## src/hdl/phone_panel_status_decoder_top_defines.svh

```systemverilog
// Assertion macros for the phone panel status decoder.
`ifndef PHONE_PANEL_STATUS_DECODER_TOP_DEFINES_SVH
`define PHONE_PANEL_STATUS_DECODER_TOP_DEFINES_SVH

// Same-cycle implication, sampled on clk, off while arst_n is low.
`define PPSD_ASSERT_IMP(lbl, ante, cons, msg) \
	lbl: assert property (@(posedge clk) disable iff (!arst_n) (ante) |-> (cons)) \
		else $error(msg);

// Next-cycle implication, sampled on clk, off while arst_n is low.
`define PPSD_ASSERT_NXT(lbl, ante, cons, msg) \
	lbl: assert property (@(posedge clk) disable iff (!arst_n) (ante) |=> (cons)) \
		else $error(msg);

`endif

```

## src/hdl/ppsd_pkg.sv

```systemverilog
// Shared constants, types and lamp decode for the phone panel status decoder.
package ppsd_pkg;

	localparam int LINES    = 12;
	localparam int LINE_AW  = $clog2(LINES);
	localparam int LINE_NW  = 4;
	localparam int SLOTS    = 32;
	localparam int SLOT_AW  = 5;
	localparam int CODE_W   = 4;

	localparam logic [CODE_W-1:0] CODE_UNKNOWN = 4'hF;

	localparam logic [2:0] ST_IDLE      = 3'd0;
	localparam logic [2:0] ST_ONAIR     = 3'd1;
	localparam logic [2:0] ST_HANDSET   = 3'd2;
	localparam logic [2:0] ST_ELSEWHERE = 3'd3;
	localparam logic [2:0] ST_SCRHOLD   = 3'd4;
	localparam logic [2:0] ST_HOLD      = 3'd5;
	localparam logic [2:0] ST_BUSIED    = 3'd6;
	localparam logic [2:0] ST_RINGING   = 3'd7;

	localparam logic [2:0] EV_LINE   = 3'd0;
	localparam logic [2:0] EV_SCREEN = 3'd1;
	localparam logic [2:0] EV_VIP    = 3'd2;
	localparam logic [2:0] EV_RECORD = 3'd3;

	localparam logic [2:0] LAMP_OFF      = 3'd0;
	localparam logic [2:0] LAMP_ONAIR    = 3'd1;
	localparam logic [2:0] LAMP_HANDSET  = 3'd2;
	localparam logic [2:0] LAMP_ELSE     = 3'd3;
	localparam logic [2:0] LAMP_NONE     = 3'd4;
	localparam logic [2:0] LAMP_SCRHOLD  = 3'd5;
	localparam logic [2:0] LAMP_HOLD     = 3'd6;
	localparam logic [2:0] LAMP_RINGING  = 3'd7;

	localparam logic [1:0] ROW_KEY0 = 2'd0;
	localparam logic [1:0] ROW_KEY1 = 2'd1;
	localparam logic [2:0] COL_SCREEN = 3'd3;
	localparam logic [2:0] COL_VIP    = 3'd4;
	localparam logic [2:0] COL_KEY1_MAX = 3'd2;
	localparam logic [LINE_NW-1:0] LINES_PER_ROW = 4'd6;

	typedef struct packed {
		logic [2:0]         event_kind;
		logic [LINE_NW-1:0] line_index;
		logic [2:0]         line_status;
		logic               on_main_bank;
		logic               handset_at_screener;
		logic               flag_value;
		logic               last;
	} result_t;

	function automatic logic [2:0] lamp_to_state(input logic [2:0] lamp, input logic busy);
		logic [2:0] s;
		case (lamp)
			LAMP_OFF:     s = ST_IDLE;
			LAMP_ONAIR:   s = ST_ONAIR;
			LAMP_HANDSET: s = ST_HANDSET;
			LAMP_ELSE:    s = ST_ELSEWHERE;
			LAMP_SCRHOLD: s = ST_SCRHOLD;
			LAMP_HOLD:    s = busy ? ST_BUSIED : ST_HOLD;
			LAMP_RINGING: s = ST_RINGING;
			default:      s = ST_IDLE;
		endcase
		return s;
	endfunction

endpackage

```

## src/hdl/ppsd_if.sv

```systemverilog
// Channel interfaces: panel items in, report items out, configuration writes.
interface ppsd_in_if;
	logic       valid;
	logic       ready;
	logic       req_type;
	logic [7:0] status_byte;

	modport source (output valid, output req_type, output status_byte, input ready);
	modport sink   (input valid, input req_type, input status_byte, output ready);
endinterface

interface ppsd_out_if;
	logic                          valid;
	logic                          ready;
	logic [2:0]                    event_kind;
	logic [ppsd_pkg::LINE_NW-1:0]  line_index;
	logic [2:0]                    line_status;
	logic                          on_main_bank;
	logic                          handset_at_screener;
	logic                          flag_value;
	logic                          last;

	modport source (output valid, output event_kind, output line_index, output line_status,
		output on_main_bank, output handset_at_screener, output flag_value, output last,
		input ready);
	modport sink   (input valid, input event_kind, input line_index, input line_status,
		input on_main_bank, input handset_at_screener, input flag_value, input last,
		output ready);
endinterface

interface ppsd_cfg_if;
	logic valid;
	logic ready;
	logic busy_out_mode;

	modport source (output valid, output busy_out_mode, input ready);
	modport sink   (input valid, input busy_out_mode, output ready);
endinterface

```

## src/hdl/ppsd_ram.sv

```systemverilog
// Generic single-port-write, single-port-read RAM with registered read data.
module ppsd_ram #(
	parameter int WIDTH = 4,
	parameter int DEPTH = 32
) (
	input  logic                     clk,
	input  logic                     we,
	input  logic [$clog2(DEPTH)-1:0] waddr,
	input  logic [WIDTH-1:0]         wdata,
	input  logic [$clog2(DEPTH)-1:0] raddr,
	output logic [WIDTH-1:0]         rdata
);

	logic [WIDTH-1:0] mem [DEPTH];

	always_ff @(posedge clk) begin
		if (we) begin
			mem[waddr] <= wdata;
		end
		rdata <= mem[raddr];
	end

endmodule

```

## src/hdl/phone_panel_status_decoder_top.sv

```systemverilog
// Phone panel status decoder top level: slot and line state stores with lookup FSM.
//
//  channel  | modport | item contents
//  ---------+---------+-----------------------------------------------------------
//  panel    | sink    | req_type, status_byte
//  report   | source  | event_kind, line_index, line_status, flags, last
//  cfg      | sink    | busy_out_mode (always ready)
//
// Status byte: accepted in idle, then looked up against the registered RAM read.
// Refresh: one line state RAM read per reported line.
// A full report register stalls the lookup or refresh walk; state holds until it drains.
// Reset clears per-entry valid bits of both stores at once; no clearing pass.
`include "phone_panel_status_decoder_top_defines.svh"

module phone_panel_status_decoder_top (
	input  logic   clk,
	input  logic   arst_n,
	ppsd_in_if.sink     panel,
	ppsd_out_if.source  report,
	ppsd_cfg_if.sink    cfg
);

	typedef enum logic [2:0] {
		S_IDLE = 3'b001,
		S_LOOK = 3'b010,
		S_REFR = 3'b100
	} state_t;

	state_t state_q, state_d;

	logic                               busy_q;
	logic [7:0]                         byte_q;
	logic [ppsd_pkg::LINE_NW-1:0]       line_q;
	logic [ppsd_pkg::LINE_AW-1:0]       laddr_q, laddr_d;
	logic [ppsd_pkg::SLOT_AW-1:0]       saddr_d;
	logic [ppsd_pkg::SLOTS-1:0]         svld_q;
	logic [ppsd_pkg::LINES-1:0]         lvld_q;
	logic [ppsd_pkg::CODE_W-1:0]        srdata;
	logic [2:0]                         lrdata;
	ppsd_pkg::result_t                  out_q, out_d;
	logic                               out_valid_q;

	logic                               in_acc;
	logic                               can_push, push, done_look;
	logic                               slot_we, line_we;
	logic [2:0]                         col_in;
	logic [1:0]                         row_in;
	logic [ppsd_pkg::LINE_NW-1:0]       line_in;

	logic [ppsd_pkg::SLOT_AW-1:0]       slot;
	logic [2:0]                         led, col;
	logic [1:0]                         row;
	logic [ppsd_pkg::CODE_W-1:0]        stored;
	logic                               match, flag_hit, line_ok, line_chg, has_res;
	logic [2:0]                         flag_kind, ns, cur, rep;
	logic                               refr_last;

	assign cfg.ready   = 1'b1;
	assign panel.ready = (state_q == S_IDLE);
	assign in_acc      = panel.valid && panel.ready;

	always_ff @(posedge clk or negedge arst_n) begin
		if (!arst_n) begin
			busy_q <= 1'b0;
		end else if (cfg.valid && cfg.ready) begin
			busy_q <= cfg.busy_out_mode;
		end
	end

	// Line number of a line button: 6*(row-2)+col
	assign col_in  = panel.status_byte[7:5];
	assign row_in  = panel.status_byte[4:3];
	assign line_in = {1'b0, col_in} + (row_in[0] ? ppsd_pkg::LINES_PER_ROW : '0);

	// Decode of the held byte
	assign slot   = byte_q[7:3];
	assign led    = byte_q[2:0];
	assign row    = slot[1:0];
	assign col    = slot[4:2];
	assign stored = svld_q[slot] ? srdata : ppsd_pkg::CODE_UNKNOWN;
	assign match  = (stored == {1'b0, led});

	always_comb begin
		flag_hit  = 1'b0;
		flag_kind = ppsd_pkg::EV_SCREEN;
		if (row == ppsd_pkg::ROW_KEY0) begin
			if (col == ppsd_pkg::COL_SCREEN) begin
				flag_hit  = 1'b1;
				flag_kind = ppsd_pkg::EV_SCREEN;
			end else if (col == ppsd_pkg::COL_VIP) begin
				flag_hit  = 1'b1;
				flag_kind = ppsd_pkg::EV_VIP;
			end
		end else if (row == ppsd_pkg::ROW_KEY1 && col <= ppsd_pkg::COL_KEY1_MAX) begin
			flag_hit  = 1'b1;
			flag_kind = ppsd_pkg::EV_RECORD + col;
		end
	end

	assign cur      = lvld_q[laddr_q] ? lrdata : ppsd_pkg::ST_IDLE;
	assign ns       = ppsd_pkg::lamp_to_state(led, busy_q);
	assign line_ok  = row[1] && (line_q < ppsd_pkg::LINE_NW'(ppsd_pkg::LINES));
	assign line_chg = line_ok && (led != ppsd_pkg::LAMP_NONE) && (ns != cur);
	assign has_res  = !match && (flag_hit || line_chg);
	assign rep      = (cur == ppsd_pkg::ST_HOLD && busy_q) ? ppsd_pkg::ST_BUSIED : cur;
	assign refr_last = (laddr_q == ppsd_pkg::LINE_AW'(ppsd_pkg::LINES - 1));

	assign can_push  = !out_valid_q || report.ready;
	assign done_look = (state_q == S_LOOK) && (!has_res || can_push);
	assign push      = ((state_q == S_LOOK) && has_res && can_push)
	                || ((state_q == S_REFR) && can_push);
	assign slot_we   = done_look && !match;
	assign line_we   = done_look && !match && line_chg;

	always_comb begin
		out_d = '0;
		if (state_q == S_REFR) begin
			out_d.event_kind  = ppsd_pkg::EV_LINE;
			out_d.line_index  = ppsd_pkg::LINE_NW'(laddr_q);
			out_d.line_status = rep;
			out_d.last        = refr_last;
		end else if (flag_hit) begin
			out_d.event_kind  = flag_kind;
			out_d.flag_value  = (led != ppsd_pkg::LAMP_OFF);
			out_d.last        = 1'b1;
		end else begin
			out_d.event_kind  = ppsd_pkg::EV_LINE;
			out_d.line_index  = line_q;
			out_d.line_status = ns;
			out_d.last        = 1'b1;
		end
		out_d.on_main_bank        = (out_d.line_status == ppsd_pkg::ST_ONAIR);
		out_d.handset_at_screener = (out_d.line_status == ppsd_pkg::ST_HANDSET);
	end

	// Read addresses: taken from the input at accept, stepped on each refresh push, held otherwise
	always_comb begin
		saddr_d = slot;
		laddr_d = laddr_q;
		if (in_acc) begin
			saddr_d = panel.status_byte[7:3];
			if (panel.req_type) begin
				laddr_d = '0;
			end else if (line_in < ppsd_pkg::LINE_NW'(ppsd_pkg::LINES)) begin
				laddr_d = line_in[ppsd_pkg::LINE_AW-1:0];
			end else begin
				laddr_d = '0;
			end
		end else if (state_q == S_REFR && push && !refr_last) begin
			laddr_d = laddr_q + 1'b1;
		end
	end

	always_comb begin
		state_d = state_q;
		case (state_q)
			S_IDLE: begin
				if (in_acc) begin
					state_d = panel.req_type ? S_REFR : S_LOOK;
				end
			end
			S_LOOK: begin
				if (done_look) begin
					state_d = S_IDLE;
				end
			end
			S_REFR: begin
				if (push && refr_last) begin
					state_d = S_IDLE;
				end
			end
			default: state_d = S_IDLE;
		endcase
	end

	always_ff @(posedge clk or negedge arst_n) begin
		if (!arst_n) begin
			state_q     <= S_IDLE;
			laddr_q     <= '0;
			svld_q      <= '0;
			lvld_q      <= '0;
			out_valid_q <= 1'b0;
		end else begin
			state_q <= state_d;
			laddr_q <= laddr_d;
			if (slot_we) begin
				svld_q[slot] <= 1'b1;
			end
			if (line_we) begin
				lvld_q[laddr_q] <= 1'b1;
			end
			if (push) begin
				out_valid_q <= 1'b1;
			end else if (report.ready) begin
				out_valid_q <= 1'b0;
			end
		end
	end

	always_ff @(posedge clk) begin
		if (in_acc) begin
			byte_q <= panel.status_byte;
			line_q <= line_in;
		end
		if (push) begin
			out_q <= out_d;
		end
	end

	ppsd_ram #(
		.WIDTH(ppsd_pkg::CODE_W),
		.DEPTH(ppsd_pkg::SLOTS)
	) u_slot_ram (
		.clk   (clk),
		.we    (slot_we),
		.waddr (slot),
		.wdata ({1'b0, led}),
		.raddr (saddr_d),
		.rdata (srdata)
	);

	ppsd_ram #(
		.WIDTH(3),
		.DEPTH(ppsd_pkg::LINES)
	) u_line_ram (
		.clk   (clk),
		.we    (line_we),
		.waddr (laddr_q),
		.wdata (ns),
		.raddr (laddr_d),
		.rdata (lrdata)
	);

	assign report.valid               = out_valid_q;
	assign report.event_kind          = out_q.event_kind;
	assign report.line_index          = out_q.line_index;
	assign report.line_status         = out_q.line_status;
	assign report.on_main_bank        = out_q.on_main_bank;
	assign report.handset_at_screener = out_q.handset_at_screener;
	assign report.flag_value          = out_q.flag_value;
	assign report.last                = out_q.last;

	`PPSD_ASSERT_NXT(a_refr_start, in_acc && panel.req_type, state_q == S_REFR && laddr_q == '0, "refresh did not start at line zero")
	`PPSD_ASSERT_IMP(a_refr_last, push && state_q == S_REFR, out_d.last == refr_last, "refresh last flag misplaced")
	`PPSD_ASSERT_IMP(a_line_we_push, line_we, push, "line state written without a report")
	`PPSD_ASSERT_NXT(a_look_done, done_look, state_q == S_IDLE && !$past(in_acc), "lookup did not return to idle")

endmodule

```

## src/flat_wrapper.sv

```systemverilog
// flat-port wrapper written by rule: the top's interface ports become plain ports
module phone_panel_status_decoder_top_flat 
  (clk, arst_n, panel_valid, panel_req_type, panel_status_byte, panel_ready, report_valid, report_event_kind, report_line_index, report_line_status, report_on_main_bank, report_handset_at_screener, report_flag_value, report_last, report_ready, cfg_valid, cfg_busy_out_mode, cfg_ready);
  ppsd_in_if panel_i ();
  ppsd_out_if report_i ();
  ppsd_cfg_if cfg_i ();
  input  logic clk;
  input  logic arst_n;
  input wire logic [$bits(panel_i.valid)-1:0] panel_valid;
  input wire logic [$bits(panel_i.req_type)-1:0] panel_req_type;
  input wire logic [$bits(panel_i.status_byte)-1:0] panel_status_byte;
  output wire logic [$bits(panel_i.ready)-1:0] panel_ready;
  output wire logic [$bits(report_i.valid)-1:0] report_valid;
  output wire logic [$bits(report_i.event_kind)-1:0] report_event_kind;
  output wire logic [$bits(report_i.line_index)-1:0] report_line_index;
  output wire logic [$bits(report_i.line_status)-1:0] report_line_status;
  output wire logic [$bits(report_i.on_main_bank)-1:0] report_on_main_bank;
  output wire logic [$bits(report_i.handset_at_screener)-1:0] report_handset_at_screener;
  output wire logic [$bits(report_i.flag_value)-1:0] report_flag_value;
  output wire logic [$bits(report_i.last)-1:0] report_last;
  input wire logic [$bits(report_i.ready)-1:0] report_ready;
  input wire logic [$bits(cfg_i.valid)-1:0] cfg_valid;
  input wire logic [$bits(cfg_i.busy_out_mode)-1:0] cfg_busy_out_mode;
  output wire logic [$bits(cfg_i.ready)-1:0] cfg_ready;
  assign panel_i.valid = panel_valid;
  assign panel_i.req_type = panel_req_type;
  assign panel_i.status_byte = panel_status_byte;
  assign panel_ready = panel_i.ready;
  assign report_valid = report_i.valid;
  assign report_event_kind = report_i.event_kind;
  assign report_line_index = report_i.line_index;
  assign report_line_status = report_i.line_status;
  assign report_on_main_bank = report_i.on_main_bank;
  assign report_handset_at_screener = report_i.handset_at_screener;
  assign report_flag_value = report_i.flag_value;
  assign report_last = report_i.last;
  assign report_i.ready = report_ready;
  assign cfg_i.valid = cfg_valid;
  assign cfg_i.busy_out_mode = cfg_busy_out_mode;
  assign cfg_ready = cfg_i.ready;
  phone_panel_status_decoder_top u_core (.clk(clk), .arst_n(arst_n), .panel(panel_i), .report(report_i), .cfg(cfg_i));
endmodule
```

## config.mk

```make
export PLATFORM = sky130hd
export DESIGN_NAME = phone_panel_status_decoder_top_flat
export DESIGN_NICKNAME = d
export VERILOG_FILES = /design/src/hdl/ppsd_pkg.sv /design/src/hdl/ppsd_if.sv /design/src/hdl/ppsd_ram.sv /design/src/hdl/phone_panel_status_decoder_top.sv /design/src/flat_wrapper.sv
export VERILOG_INCLUDE_DIRS = /design/src /design/src/hdl
export SDC_FILE = /design/constraint.sdc
export NUM_CORES = 1
export LEC_CHECK = 0
export ABC_AREA = 1
export BUFFER_PORTS_ARGS = -buffer_cell sky130_fd_sc_hd__clkbuf_2
export CAP_MARGIN = 30
export CORE_MARGIN = 4
export CORE_UTILIZATION = 45
export CTS_BUF_LIST = sky130_fd_sc_hd__clkbuf_8
export DETAILED_ROUTE_END_ITERATION = 8
export PLACE_DENSITY = 0.58
export SYNTH_ARGS = -nofsm -noshare
export SYNTH_HDL_FRONTEND = slang
export SYNTH_SLANG_ARGS = --single-unit
```

## constraint.sdc

```tcl
create_clock -name clk -period 3.5 [get_ports clk]
set_input_delay 0.35 -clock clk [delete_from_list [all_inputs] [get_ports clk]]
set_output_delay 0.35 -clock clk [all_outputs]
set_load 0.01 [all_outputs]
```

==> impl_results.rst <==
.. list-table::
   :header-rows: 1

   * - Metric
     - Value
   * - Result of the run
     - finished, final reports clean
   * - Number of clock sinks
     - 216
   * - Pin count of the biggest net entering global routing
     - 53
   * - Router iterations before antenna repair
     - 5
   * - Number of nets in the finished design
     - about 1,000
   * - Kind of launch point of the worst setup path
     - flip-flop
   * - Die span in y
     - between 150 and 200 µm
   * - Sequence of cells on the critical path
     - inv_1 > nor2_2 > nand2_1 > o21ai_0 > o21ai_0 > nand2_1 > inv_1 > nand4_1 > a21oi_4 > nand2_2 > buf_12 > nor2_1
   * - Depth of the worst register-to-register path
     - 12
   * - Final Slew Violations
     - 0
   * - Clock insertion delay at the later pin of the skew report
     - 0.53 ns
   * - Number of buffers created by CTS
     - 37
   * - Worst min-delay path endpoint
     - u_core.line_q[0]$_DFFE_PP_
   * - Slew at the pin with the worst max-slew slack
     - ~0.78 ns
   * - Maximum fanout along the worst path
     - 52
   * - Site Rows
     - 53
   * - Aggregate global routing overflow
     - 0
   * - Die footprint
     - between 0.02 and 0.025 mm²
   * - Achievable clock frequency
     - between 0.3 and 0.4 GHz
   * - TritonCTS clock tree
     - done
   * - Setup TNS
     - 0 ns
   * - Netlist Area Pre-Place
     - just under 0.01 mm²
   * - Cell type contributing the most total cell area after synthesis
     - sky130_fd_sc_hd__edfxtp_1
   * - Final routed DRC violation total
     - 0
   * - DRC violation total after the first TritonRoute iteration
     - 424
   * - Critical Path AT
     - between 3 and 4 ns
   * - Largest vdd supply drop
     - around 340 µV
   * - Fraction of final layout cells sized beyond drive strength 1
     - 0.133
   * - Cell at the root of the clock tree
     - sky130_fd_sc_hd__clkbuf_8
   * - Final number of hold-violating endpoints
     - 0
   * - Count of flip-flops with a built-in enable after synthesis
     - 157
   * - Path type of the worst setup path
     - flip-flop to flip-flop
   * - Count of cell types in the netlist
     - between 40 and 50
   * - CTS H-tree depth
     - 2
   * - Worst path required time
     - 3.68 ns
   * - Leakage component of the power
     - around 4.3 nW
   * - HPWL after DPL
     - ~17,000 µm
   * - Period minus WS final
     - between 3 and 4 ns
   * - Placed instance area
     - roughly 0.010 mm²
   * - Clock skew after layout
     - between 0.02 and 0.025 ns
   * - Reg-to-reg startpoint
     - u_core.byte_q[4]$_DFFE_PP_
   * - Sequential cell area fraction in the yosys report
     - 0.635
   * - Hold Path Cell Cnt
     - 1
   * - Global Route Usage Sum
     - 0.204
   * - CTS clock-pin slew for the worst setup and hold paths
     - about 0.06 ns
   * - Setup slack on the worst flop-to-flop path
     - between 0.3 and 0.4 ns
   * - Critical Path Sink Type
     - flip-flop
   * - Start point of the worst min-delay path
     - panel_status_byte[5]
   * - Average wire per cell in the routed design
     - about 19 µm
   * - Leading cell types by total area after synthesis
     - sky130_fd_sc_hd__edfxtp_1 49%, sky130_fd_sc_hd__dfrtp_1 13%, sky130_fd_sc_hd__nand2_1 5.6%
   * - Fraction of synthesized cell area taken by the top area cell type
     - 0.486
   * - Antenna cells
     - 0
   * - Largest buffer count on any clock path
     - 3
   * - Number of synthesis warnings
     - 0
   * - Total routed wirelength
     - ~24,000 µm
   * - Cells after synthesis
     - slightly above 900
   * - Remaining max-slew budget at the tightest pin
     - 0.475
   * - Final setup violating endpoints
     - 0
   * - Number of antenna violations at the first check in global routing
     - 0
   * - Number of nets in the synthesized netlist
     - 950
   * - Weighted congestion reported at the end of routability-driven placement
     - between 0.8 and 0.9
   * - Via count
     - between 6,000 and 7,000
   * - Antenna Nets Post-Route
     - 0
   * - Primary FF master, synth
     - sky130_fd_sc_hd__edfxtp_1
   * - Top-Level Pins
     - 32
   * - Average cell area after synthesis
     - between 10 and 15 µm²
   * - Floorplan core area
     - approximately 0.021 mm²
   * - Global-route wire length before repair
     - between 30,000 and 40,000 µm
   * - Post-route fraction of the period consumed by the critical path
     - 0.891
   * - RSZ-0062 raised after global routing
     - no
   * - Width of the die
     - roughly 150 µm
   * - Synthesis-to-finish area growth
     - 12.0%
   * - Worst-path cell with the longest stage delay
     - sky130_fd_sc_hd__a21oi_4
   * - Fin area
     - 0.0109 mm²
   * - Number of port buffers
     - 30
   * - Pwr Density
     - just over 700 mW/mm²
   * - Seq cells post-synth
     - between 200 and 250
   * - Via count of the first global-routing pass
     - ~7,000
   * - Vias per cell
     - 5.33
   * - Path class of the lowest-slack min-delay path
     - input pin to flip-flop
   * - Number of violations of the max-capacitance limit
     - 0
   * - Async set or reset register ratio after synthesis
     - 0.245
   * - Endpoint of the lowest-slack register-to-register path
     - u_core.u_slot_ram.mem[23][0]$_DFFE_PP_
   * - Starting Density
     - 0.459
   * - Worst path max stage delay
     - ~0.57 ns
==> synth_stat cells, drive strengths merged, types with 16 or more instances <==
cell and n:
nor2 99, o211ai 40, inv 104, or2 16, edfxtp 157, nand3 52, buf 33, dfrtp 52
o21ai 119, nand2 151, nand4 17, o21bai 30
==> worst max path at each step <==
stage / to / start
after floorplan: u_core.report.event_kind[0]$_SDFFCE_PP0P_ / u_core.byte_q[2]$_DFFE_PP_
after global placement: u_core.u_slot_ram.mem[14][0]$_DFFE_PP_ / u_core.byte_q[4]$_DFFE_PP_
after detailed placement: u_core.u_slot_ram.mem[14][0]$_DFFE_PP_ / u_core.byte_q[4]$_DFFE_PP_
after CTS: u_core.u_slot_ram.mem[14][0]$_DFFE_PP_ / u_core.byte_q[4]$_DFFE_PP_
after global routing: u_core.u_slot_ram.mem[23][0]$_DFFE_PP_ / u_core.byte_q[4]$_DFFE_PP_
final: u_core.u_slot_ram.mem[23][0]$_DFFE_PP_ / u_core.byte_q[4]$_DFFE_PP_
==> per-layer routing <==
metal / part of all wire / wire length [µm] / global-route usage
met5: 0 / 0 / 0
met4: 0.020 / 473 / 0.0610
met3: 0.055 / 1310 / 0.0300
met2: 0.50 / 11900 / 0.348
met1: 0.43 / 10300 / 0.272
==> registers in the layout, summed over array words and instances (netlist names), 4 cells and up <==
name / cells
u_core.byte_q: 7
u_core.report.line_index: 4
u_core.u_line_ram.mem: 36
u_core.svld_q: 32
u_core.lvld_q: 12
u_core.u_slot_ram.mem: 96
u_core.laddr_q: 4
u_core.line_q: 4
==> cell type report <==
class | count | area, µm²
Timing Repair Buffer | 56 | 370
Fill cell | 1960 | 10300
Clock buffer | 39 | 537
Multi-Input combinational cell | 566 | 2920
Sequential cell | 216 | 6160
Clock inverter | 25 | 143
Inverter | 106 | 400
Tap cell | 275 | 344
==> layout by cell type (no fill, tap or decap), types with 14 or more instances in the layout <==
| master | netlist | final |
|---|---|---|
| sky130_fd_sc_hd__clkbuf_8 | 0 | 39 |
| sky130_fd_sc_hd__o21bai_1 | 30 | 30 |
| sky130_fd_sc_hd__nor2_1 | 96 | 96 |
| sky130_fd_sc_hd__o211ai_1 | 40 | 40 |
| sky130_fd_sc_hd__clkbuf_2 | 1 | 30 |
| sky130_fd_sc_hd__inv_1 | 99 | 109 |
| sky130_fd_sc_hd__o21ai_1 | 14 | 14 |
| sky130_fd_sc_hd__edfxtp_1 | 157 | 157 |
| sky130_fd_sc_hd__buf_4 | 13 | 20 |
| sky130_fd_sc_hd__o21ai_0 | 102 | 102 |
| sky130_fd_sc_hd__nand2_1 | 145 | 145 |
| sky130_fd_sc_hd__nand4_1 | 17 | 17 |
| sky130_fd_sc_hd__nand3_1 | 51 | 51 |
| sky130_fd_sc_hd__dfrtp_1 | 52 | 52 |
==> through the flow <==
| stage | instances | total power, W | worst slack, ns | utilization | hold WS, ns |
|---|---|---|---|---|---|
| floorplan | 925 | 0.00499 | 0.426 | - | 0.0544 |
| global placement | 1214 | 0.00573 | 0.371 | 0.480 | 0.440 |
| detailed placement | 1214 | 0.00573 | 0.336 | 0.480 | 0.446 |
| CTS | 1283 | 0.00787 | 0.349 | 0.514 | 0.00437 |
| global route | 1283 | 0.00832 | 0.134 | 0.514 | 0.00686 |
| finish | 1283 | 0.00778 | 0.383 | 0.514 | 0.0377 |
==> critical path, delay by kind of cell (launching register included) <==
family | cells | cell delay (ns)
buf+inv | 3 | 0.41
simple gates | 6 | 0.97
compound gates | 3 | 0.94
flops | 1 | 0.44
==> report_power, final <==
group          internal [W]  switching (W)  leakage, nW
sequential          0.00309       0.000148         2.08
combinational      0.000736        0.00171         1.88
clock               0.00111       0.000990        0.385
total               0.00494        0.00285         4.34
==> cell families (layout without fill, tap and decap cells) <==
group           after synthesis  in the layout  synth area share
simple gates                346            346             0.155
compound gates              205            205             0.128
other cells                   1              1          0.000386
buf+inv                     143            226            0.0646
fa+ha+maj                    10             10            0.0137
flops                       216            216             0.635
xor+xnor                      4              4           0.00361
==> what timing repair did <==
action | in CTS | in global routing
hold buffers | 5 | 0
resized for setup | 0 | 0
buffers inserted | 0 | 0
endpoints found under the hold margin | 29 | 0
No activity file was read; power rests on OpenSTA's default activity.
